$ cat src/design/ihexv_pkg.sv
// ----------------------------------------------------------------------------
// ihexv_pkg
// shared types, codes and character helpers for the intel hex stream validator
// ----------------------------------------------------------------------------
package ihexv_pkg;

    localparam logic [1:0] ACT_CHAR    = 2'd0;
    localparam logic [1:0] ACT_EOF     = 2'd1;
    localparam logic [1:0] ACT_RESTART = 2'd2;

    localparam logic [7:0] KIND_DATA       = 8'h00;
    localparam logic [7:0] KIND_END        = 8'h01;
    localparam logic [7:0] KIND_EXT_SEG    = 8'h02;
    localparam logic [7:0] KIND_START_SEG  = 8'h03;
    localparam logic [7:0] KIND_EXT_LIN    = 8'h04;
    localparam logic [7:0] KIND_START_LIN  = 8'h05;

    localparam logic [7:0] LEN_BASE  = 8'd2;
    localparam logic [7:0] LEN_START = 8'd4;

    localparam logic [7:0]  CHAR_COLON      = 8'h3a;
    localparam logic [31:0] MAX_IMAGE_RESET = 32'd131072;

    typedef enum logic [2:0] {
        ST_OK       = 3'd0,
        ST_FORMAT   = 3'd1,
        ST_CHECKSUM = 3'd2,
        ST_ADDRESS  = 3'd3,
        ST_ORDER    = 3'd4,
        ST_NO_END   = 3'd5
    } ihexv_status_t;

    typedef enum logic [7:0] {
        PH_COLON   = 8'b0000_0001,
        PH_LENGTH  = 8'b0000_0010,
        PH_ADDR_HI = 8'b0000_0100,
        PH_ADDR_LO = 8'b0000_1000,
        PH_KIND    = 8'b0001_0000,
        PH_DATA    = 8'b0010_0000,
        PH_CHECK   = 8'b0100_0000,
        PH_DONE    = 8'b1000_0000
    } ihexv_phase_t;

    typedef struct packed {
        logic [1:0] action;
        logic [7:0] character;
    } ihexv_item_t;

    typedef struct packed {
        ihexv_status_t status;
        logic [31:0]   padded_size;
    } ihexv_result_t;

    // bit 4 set marks a non-hex character
    function automatic logic [4:0] digit_value(input logic [7:0] c);
        logic [4:0] v;
        v = 5'h10;
        if (c >= 8'h30 && c <= 8'h39)
        begin
            v = {1'b0, 4'(c - 8'h30)};
        end
        else if (c >= 8'h41 && c <= 8'h46)
        begin
            v = {1'b0, 4'(c - 8'h37)};
        end
        else if (c >= 8'h61 && c <= 8'h66)
        begin
            v = {1'b0, 4'(c - 8'h57)};
        end
        return v;
    endfunction

    function automatic logic is_blank(input logic [7:0] c);
        return (c == 8'h20) || (c >= 8'h09 && c <= 8'h0d);
    endfunction

endpackage

$ cat src/design/ihexv_stream_if.sv
// ----------------------------------------------------------------------------
// ihexv stream interfaces
// valid/ready channels for characters, results and the size limit register
// ----------------------------------------------------------------------------
interface ihexv_char_if;
    logic       valid;
    logic       ready;
    logic [1:0] action;
    logic [7:0] character;

    modport source (output valid, output action, output character, input ready);
    modport sink   (input valid, input action, input character, output ready);
endinterface

interface ihexv_result_if;
    logic        valid;
    logic        ready;
    logic [2:0]  status;
    logic [31:0] padded_size;

    modport source (output valid, output status, output padded_size, input ready);
    modport sink   (input valid, input status, input padded_size, output ready);
endinterface

interface ihexv_cfg_if;
    logic        valid;
    logic        ready;
    logic [31:0] max_image_bytes;

    modport source (output valid, output max_image_bytes, input ready);
    modport sink   (input valid, input max_image_bytes, output ready);
endinterface

$ cat src/design/ihexv_parser.sv
// ----------------------------------------------------------------------------
// ihexv_parser
// record parser state: hex decode, checksum, record rules; while step is high, one beat per cycle
// ----------------------------------------------------------------------------
module ihexv_parser
    import ihexv_pkg::*;
(
    input  logic          clk,
    input  logic          rst_n,
    input  logic          step,
    input  ihexv_item_t   item,
    input  logic [31:0]   max_image_bytes,
    output logic          res_valid,
    output ihexv_result_t res
);

    ihexv_phase_t phase_reg, phase_next;
    logic         held_reg, held_next;
    logic [4:0]   nib_reg, nib_next;
    logic [7:0]   len_reg, len_next;
    logic [7:0]   off_hi_reg, off_hi_next;
    logic [7:0]   kind_reg, kind_next;
    logic [7:0]   sum_reg, sum_next;
    logic [7:0]   cnt_reg, cnt_next;
    logic [15:0]  first_reg, first_next;
    logic [31:0]  seg_reg, seg_next;
    logic [31:0]  prev_end_reg, prev_end_next;
    logic [31:0]  high_end_reg, high_end_next;
    logic         seen_reg, seen_next;
    logic [31:0]  addr_reg, addr_next;
    logic [31:0]  end_reg, end_next;
    logic         wrap_reg, wrap_next;

    logic [4:0]   lo;
    logic [7:0]   b;
    logic [7:0]   cnt_inc;

    assign lo      = digit_value(item.character);
    assign b       = {nib_reg[3:0], lo[3:0]};
    assign cnt_inc = cnt_reg + 8'd1;

    always_comb
    begin
        phase_next    = phase_reg;
        held_next     = held_reg;
        nib_next      = nib_reg;
        len_next      = len_reg;
        off_hi_next   = off_hi_reg;
        kind_next     = kind_reg;
        sum_next      = sum_reg;
        cnt_next      = cnt_reg;
        first_next    = first_reg;
        seg_next      = seg_reg;
        prev_end_next = prev_end_reg;
        high_end_next = high_end_reg;
        seen_next     = seen_reg;
        addr_next     = addr_reg;
        end_next      = end_reg;
        wrap_next     = wrap_reg;
        res_valid     = 1'b0;
        res           = '{status: ST_OK, padded_size: 32'd0};

        if (step)
        begin
            priority if (item.action == ACT_RESTART)
            begin
                phase_next    = PH_COLON;
                held_next     = 1'b0;
                nib_next      = '0;
                len_next      = '0;
                off_hi_next   = '0;
                kind_next     = '0;
                sum_next      = '0;
                cnt_next      = '0;
                first_next    = '0;
                seg_next      = '0;
                prev_end_next = '0;
                high_end_next = '0;
                seen_next     = 1'b0;
            end
            else if (phase_reg == PH_DONE || !(item.action == ACT_EOF ||
                                               item.action == ACT_CHAR))
            begin
                phase_next = phase_reg;
            end
            else if (item.action == ACT_EOF)
            begin
                res_valid  = 1'b1;
                res.status = (phase_reg == PH_COLON) ? ST_NO_END : ST_FORMAT;
            end
            else if (phase_reg == PH_COLON)
            begin
                if (!is_blank(item.character))
                begin
                    if (item.character != CHAR_COLON)
                    begin
                        res_valid  = 1'b1;
                        res.status = ST_FORMAT;
                    end
                    else
                    begin
                        held_next  = 1'b0;
                        phase_next = PH_LENGTH;
                    end
                end
            end
            else if (!held_reg)
            begin
                nib_next  = lo;
                held_next = 1'b1;
            end
            else
            begin
                held_next = 1'b0;
                if (nib_reg[4] || lo[4])
                begin
                    res_valid  = 1'b1;
                    res.status = ST_FORMAT;
                end
                else
                begin
                    unique case (phase_reg)
                        PH_LENGTH:
                        begin
                            len_next   = b;
                            sum_next   = b;
                            phase_next = PH_ADDR_HI;
                        end
                        PH_ADDR_HI:
                        begin
                            off_hi_next = b;
                            sum_next    = sum_reg + b;
                            phase_next  = PH_ADDR_LO;
                        end
                        PH_ADDR_LO:
                        begin
                            addr_next  = seg_reg + {16'd0, off_hi_reg, b};
                            sum_next   = sum_reg + b;
                            phase_next = PH_KIND;
                        end
                        PH_KIND:
                        begin
                            {wrap_next, end_next} = {1'b0, addr_reg} + {25'd0, len_reg};
                            kind_next  = b;
                            sum_next   = sum_reg + b;
                            cnt_next   = '0;
                            first_next = '0;
                            phase_next = (len_reg == 8'd0) ? PH_CHECK : PH_DATA;
                        end
                        PH_DATA:
                        begin
                            if (cnt_reg == 8'd0)
                            begin
                                first_next = {b, 8'd0};
                            end
                            else if (cnt_reg == 8'd1)
                            begin
                                first_next = {first_reg[15:8], b};
                            end
                            sum_next = sum_reg + b;
                            cnt_next = cnt_inc;
                            if (cnt_inc == len_reg)
                            begin
                                phase_next = PH_CHECK;
                            end
                        end
                        PH_CHECK:
                        begin
                            phase_next = PH_COLON;
                            if (8'(sum_reg + b) != 8'd0)
                            begin
                                res_valid  = 1'b1;
                                res.status = ST_CHECKSUM;
                            end
                            else if (kind_reg == KIND_DATA)
                            begin
                                if (wrap_reg || end_reg > max_image_bytes)
                                begin
                                    res_valid  = 1'b1;
                                    res.status = ST_ADDRESS;
                                end
                                else if (seen_reg && addr_reg < prev_end_reg)
                                begin
                                    res_valid  = 1'b1;
                                    res.status = ST_ORDER;
                                end
                                else if (len_reg != 8'd0)
                                begin
                                    seen_next     = 1'b1;
                                    prev_end_next = end_reg;
                                    if (end_reg > high_end_reg)
                                    begin
                                        high_end_next = end_reg;
                                    end
                                end
                            end
                            else if (kind_reg == KIND_END)
                            begin
                                res_valid = 1'b1;
                                if (len_reg != 8'd0 || !seen_reg)
                                begin
                                    res.status = ST_FORMAT;
                                end
                                else
                                begin
                                    res.status      = ST_OK;
                                    res.padded_size = (high_end_reg + 32'd1) & ~32'd1;
                                end
                            end
                            else if (kind_reg == KIND_EXT_SEG || kind_reg == KIND_EXT_LIN)
                            begin
                                if (len_reg != LEN_BASE)
                                begin
                                    res_valid  = 1'b1;
                                    res.status = ST_FORMAT;
                                end
                                else if (kind_reg == KIND_EXT_SEG)
                                begin
                                    seg_next = {12'd0, first_reg, 4'd0};
                                end
                                else
                                begin
                                    seg_next = {first_reg, 16'd0};
                                end
                            end
                            else if (kind_reg == KIND_START_SEG ||
                                     kind_reg == KIND_START_LIN)
                            begin
                                if (len_reg != LEN_START)
                                begin
                                    res_valid  = 1'b1;
                                    res.status = ST_FORMAT;
                                end
                            end
                            else
                            begin
                                res_valid  = 1'b1;
                                res.status = ST_FORMAT;
                            end
                        end
                        default:
                        begin
                            phase_next = phase_reg;
                        end
                    endcase
                end
            end

            if (res_valid)
            begin
                phase_next = PH_DONE;
            end
        end
    end

    always_ff @(posedge clk or negedge rst_n)
    begin
        if (!rst_n)
        begin
            phase_reg    <= PH_COLON;
            held_reg     <= 1'b0;
            nib_reg      <= '0;
            len_reg      <= '0;
            kind_reg     <= '0;
            sum_reg      <= '0;
            cnt_reg      <= '0;
            first_reg    <= '0;
            seg_reg      <= '0;
            prev_end_reg <= '0;
            high_end_reg <= '0;
            seen_reg     <= 1'b0;
        end
        else
        begin
            phase_reg    <= phase_next;
            held_reg     <= held_next;
            nib_reg      <= nib_next;
            len_reg      <= len_next;
            kind_reg     <= kind_next;
            sum_reg      <= sum_next;
            cnt_reg      <= cnt_next;
            first_reg    <= first_next;
            seg_reg      <= seg_next;
            prev_end_reg <= prev_end_next;
            high_end_reg <= high_end_next;
            seen_reg     <= seen_next;
        end
    end

    // address words, always written before use
    always_ff @(posedge clk)
    begin
        off_hi_reg <= off_hi_next;
        addr_reg   <= addr_next;
        end_reg    <= end_next;
        wrap_reg   <= wrap_next;
    end

endmodule

$ cat src/design/intel_hex_stream_validator_top.sv
// ----------------------------------------------------------------------------
// intel_hex_stream_validator_top
// Accepts one character, end-of-file or restart beat per cycle. A beat is
// held in an input register until the parser takes it, and any result is
// loaded into an output register when that beat advances, so a result is
// never combinational from its beat. While a result waits in the output
// register the next beat is held in the input register and input stalls
// until the result is taken. Exactly one result is given per file (on the
// end record or the first error), then input is dropped until a restart
// beat. Write the size limit register only while idle.
// ----------------------------------------------------------------------------
module intel_hex_stream_validator_top
    import ihexv_pkg::*;
(
    input  logic   clk,
    input  logic   rst_n,
    ihexv_char_if.sink     chars,
    ihexv_result_if.source result,
    ihexv_cfg_if.sink      cfg
);

    logic          in_valid_reg;
    ihexv_item_t   in_item_reg;
    logic          out_valid_reg;
    ihexv_result_t out_reg;
    logic [31:0]   max_reg;

    logic          advance;
    logic          res_valid;
    ihexv_result_t res;

    assign advance     = in_valid_reg && (!out_valid_reg || result.ready);
    assign chars.ready = !in_valid_reg || advance;
    assign cfg.ready   = 1'b1;

    assign result.valid       = out_valid_reg;
    assign result.status      = out_reg.status;
    assign result.padded_size = out_reg.padded_size;

    ihexv_parser u_parser (
        .clk             (clk),
        .rst_n           (rst_n),
        .step            (advance),
        .item            (in_item_reg),
        .max_image_bytes (max_reg),
        .res_valid       (res_valid),
        .res             (res)
    );

    always_ff @(posedge clk or negedge rst_n)
    begin
        if (!rst_n)
        begin
            in_valid_reg  <= 1'b0;
            out_valid_reg <= 1'b0;
            max_reg       <= MAX_IMAGE_RESET;
        end
        else
        begin
            if (chars.ready)
            begin
                in_valid_reg <= chars.valid;
            end
            if (advance && res_valid)
            begin
                out_valid_reg <= 1'b1;
            end
            else if (result.ready)
            begin
                out_valid_reg <= 1'b0;
            end
            if (cfg.valid)
            begin
                max_reg <= cfg.max_image_bytes;
            end
        end
    end

    // beat and result payloads
    always_ff @(posedge clk)
    begin
        if (chars.ready && chars.valid)
        begin
            in_item_reg <= '{action: chars.action, character: chars.character};
        end
        if (advance && res_valid)
        begin
            out_reg <= res;
        end
    end

endmodule
$ cat src/flat_wrapper.sv
// flat-port wrapper written by rule: the top's interface ports become plain ports
module intel_hex_stream_validator_top_flat import ihexv_pkg::*;
  (clk, rst_n, chars_valid, chars_action, chars_character, chars_ready, result_valid, result_status, result_padded_size, result_ready, cfg_valid, cfg_max_image_bytes, cfg_ready);
  ihexv_char_if chars_i ();
  ihexv_result_if result_i ();
  ihexv_cfg_if cfg_i ();
  input  logic clk;
  input  logic rst_n;
  input wire logic [$bits(chars_i.valid)-1:0] chars_valid;
  input wire logic [$bits(chars_i.action)-1:0] chars_action;
  input wire logic [$bits(chars_i.character)-1:0] chars_character;
  output wire logic [$bits(chars_i.ready)-1:0] chars_ready;
  output wire logic [$bits(result_i.valid)-1:0] result_valid;
  output wire logic [$bits(result_i.status)-1:0] result_status;
  output wire logic [$bits(result_i.padded_size)-1:0] result_padded_size;
  input wire logic [$bits(result_i.ready)-1:0] result_ready;
  input wire logic [$bits(cfg_i.valid)-1:0] cfg_valid;
  input wire logic [$bits(cfg_i.max_image_bytes)-1:0] cfg_max_image_bytes;
  output wire logic [$bits(cfg_i.ready)-1:0] cfg_ready;
  assign chars_i.valid = chars_valid;
  assign chars_i.action = chars_action;
  assign chars_i.character = chars_character;
  assign chars_ready = chars_i.ready;
  assign result_valid = result_i.valid;
  assign result_status = result_i.status;
  assign result_padded_size = result_i.padded_size;
  assign result_i.ready = result_ready;
  assign cfg_i.valid = cfg_valid;
  assign cfg_i.max_image_bytes = cfg_max_image_bytes;
  assign cfg_ready = cfg_i.ready;
  intel_hex_stream_validator_top u_core (.clk(clk), .rst_n(rst_n), .chars(chars_i), .result(result_i), .cfg(cfg_i));
endmodule
$ cat config.mk
export PLATFORM = sky130hd
export DESIGN_NAME = intel_hex_stream_validator_top_flat
export DESIGN_NICKNAME = d
export VERILOG_FILES = /design/src/design/ihexv_pkg.sv /design/src/design/ihexv_stream_if.sv /design/src/design/ihexv_parser.sv /design/src/design/intel_hex_stream_validator_top.sv /design/src/flat_wrapper.sv
export SDC_FILE = /design/constraint.sdc
export NUM_CORES = 1
export LEC_CHECK = 0
export BUFFER_PORTS_ARGS = -buffer_cell sky130_fd_sc_hd__buf_2
export CORE_MARGIN = 2
export CORE_UTILIZATION = 40
export DETAILED_ROUTE_END_ITERATION = 6
export SLEW_MARGIN = 10
export SYNTH_ARGS = -nofsm -noshare
export SYNTH_HDL_FRONTEND = slang
export SYNTH_SLANG_ARGS = --single-unit
$ cat constraint.sdc
create_clock -name clk -period 9.86 [get_ports clk]
set_input_delay 0.493 -clock clk [delete_from_list [all_inputs] [get_ports clk]]
set_output_delay 0.493 -clock clk [all_outputs]
set_load 0.02 [all_outputs]
==> flow_summary.ini <==
[outcome]
status = complete, no violations

[placed_design]
dpl_cell_area_um2 = 17650
gp_congestion = 0.8795
place_inst = 2188
port_buffers = 82
place_hpwl_um = 28850

[sta]
min_period_ns = 5.910
post-route-period-util_pct = 59.94
fin_tns_setup_ns = 0
max_freq_ghz = 0.1692
slew_headroom_pct = 20.32
skew_ns = 0.03725
final_hold_viol_count = 0
tightest_slew_ns = 1.195
grt_setup_unrepaired = no
drv_slew = 0
setup_viol = 0

[floorplanning]
ioPinCount = 85
num_rows = 74
fp.coreArea_um2 = 41020
fp.dieH_um = 208.2
start_util_pct = 40.64
die_area_um2 = 43330
die_w_um = 208.2

[route]
routedWlPerCell_um = 16.96
postRouteWirelength_um = 38310
dr.pass1.iters = 6
avgViaCountPerCell = 5.327
num_vias = 12034
drc = 0
postRouteAntennaNets = 0
dr.first_iter.drc_count = 776

[synth]
synth_seq_cells = 306
postSynthAreaPerCell_um2 = 10.37
synthFlopType = dfrtp_1
synth_top_area_cell = dfrtp_1
ys_warn_count = 0
synth_xor_area_share_pct = 5.411
netlist_area_um2 = 16670
synth_compound_area_share_pct = 14.44
yosys-mux-area-fraction_pct = 1.711
seq_area_frac_synth_pct = 49.46
synth_fa_ha_area_share_pct = 10.19
synth_nets = 1789
ys_async_sr_fraction_pct = 61.76
synth_top_cell_area_share_pct = 28.07
synth_cells = 1608
ys_types = 86
synth_area_leaders = dfrtp_1 28%, edfxtp_1 21%, ha_1 9.8%, xnor2_1 4.5%, a22o_1 4.3%
synth_simple_gate_area_share_pct = 14.36
synth_top_family_by_area = compound AO/OA/AOI/OAI gates
synth_edf_count = 117

[power_and_ir_drop]
p_per_area_nw_per_um2 = 180.9
leakagePower_nw = 8.055
finalPower_mw = 3.429
vdd_ir_drop_max_uv = 127.8

[worst_setup_path]
critical_path_class = flip-flop to flip-flop
slowest_stage = and3_1
cp_top_family = simple AND/OR/NAND/NOR gates
cp_max_fo = 32
worstPathArrival_ns = 6.37
end_kind = flip-flop
max_stage_delay_ns = 1.04
required_ns = 10.32
path_cells = or4b_1, a21oi_2, nand2_1, o21ai_0, ha_1, inv_1, fa_1, nor2b_1, o21ai_0, a311oi_2, nand4_1, a311o_2, nor3_2, nor4b_4, and3_1, a22o_1
crit_buf_inv = 1
worst_setup_path_start_kind = flip-flop
cpMostUsedCell = o21ai_0

[flow_run]
cap_violations = 0

[global_route]
track_usage_pct = 18.05
antenna_found_initial = 0
grt_max_degree = 72
grt_pass1_vias = 12074
overflow = 0
grt_pass1_wl_um = 63310

[clock_tree]
cts.sinks = 306
cts_buffer_depth = 3
htreeDepth = 2
root_buffer = clkbuf_16
cts_made_buffers = 38
cts_tree = done
clkSlewWorstSetupHoldPaths_ns = 0.06
cts_resized = 0
insertion_delay_ns = 0.57

[final_layout]
final_area_um2 = 18960
drive_gt1_share_pct = 12.04
nets = 1878
syn_to_final_growth_pct = 13.71
diodes = 0
instances_no_fill = 2259

[min_path]
hold_path_class = input port to flip-flop
## worst paths after layout
| check | startpoint | to | slack (ns) | cells after the start |
|---|---|---|---|---|
| worst max-delay path | u_core.in_item_reg[3] | u_core.u_parser.high_end_reg[9] | 3.95 | 16 |
| worst max register to register | u_core.in_item_reg[3] | u_core.u_parser.high_end_reg[9] | 3.95 | 16 |
| max in group asynchronous | rst_n | u_core.u_parser.sum_reg[5] | 7.93 | 3 |
| worst min-delay path | chars_character[0] | u_core.in_item_reg[0] | 0.11 | 1 |
| min in group asynchronous | rst_n | u_core.max_reg[30] | 0.55 | 2 |
| worst min register to register | u_core.u_parser.seg_reg[13] | u_core.u_parser.seg_reg[13] | 0.48 | 2 |
## synthesized netlist by cell type (all sizes together) (3+ instances only)
cell type,instances
dfrtp,187
nand2,187
inv,133
ha,131
edfxtp,117
o21ai,113
nor2,106
xnor2,85
a22o,82
a21oi,69
nand3,52
clkbuf,32
nand4,28
nor3,28
mux2,20
and3,18
xor2,18
a21o,15
buf,15
nand2b,15
nor2b,13
nor4,13
and2,12
o31ai,11
mux2i,6
o22ai,6
a211oi,5
a31oi,5
and4,5
o211ai,5
o21a,5
or2,5
nand3b,4
nor3b,4
o21bai,4
a2111oi,3
a21boi,3
a311o,3
fa,3
o32ai,3
or3,3
or4,3
## cells by family (layout without fill, tap and decap cells)
kind of cell             after synthesis  in the layout
AND/OR/NAND/NOR                      503            503
AO/OA/AOI/OAI                        354            354
flip-flops                           306            306
buffers and inverters                180            299
adder cells (fa/ha/maj)              134            134
XOR/XNOR                             103            103
multiplexers                          26             26
other                                  2              2
## cell usage in the layout, fill, tap and decap left out, types with 28 or more instances in the layout
cell         n
nand2_1    187
dfrtp_1    187
inv_1      132
ha_1       131
edfxtp_1   117
o21ai_0    109
nor2_1     102
xnor2_1     85
a22o_1      82
buf_2       81
a21oi_1     65
nand3_1     52
clkbuf_16   40
nand4_1     28
## layout make-up
class,instances,area (um2)
flip-flops and latches,306,8245
fillers,3787,22060
inverters,133,499.2
well taps,532,665.6
clock buffers,57,1155
multi-input cells,1122,7726
repair buffers,96,526.8
clock inverters,13,138.9
## routing by layer
metal	vias to the layer above	global-route usage [%]	part of all wire, %
met4	0	5.954	2.6
met5	-	0	0
met1	5797	23.68	46
met2	251	29.99	47
met3	64	3.562	4.3
li1	5922	-	-
## where the power goes
part | switching, mW | internal (mW) | total, mW
Combinational | 0.353 | 0.180 | 0.532
Sequential | 0.0638 | 1.42 | 1.48
Clock | 0.548 | 0.867 | 1.41
Total | 0.964 | 2.46 | 3.43
## per-stage QoR
step | hold WS [ns] | worst slack [ns] | utilization [%]
CTS | 0.07785 | 4.009 | 46.21
global route | 0.09172 | 3.475 | 46.22
floorplan | 0.1974 | 5.331 | -
detailed placement | 0.4709 | 4.048 | 43.03
finish | 0.1096 | 3.950 | 46.22
global placement | 0.4689 | 4.175 | 43.03
## repair_timing
action,4_1_cts,5_1_grt
hold buffers,1,0
buffers inserted,0,0
hold endpoints to repair,63,0
Power figures use the tool's default switching activity.
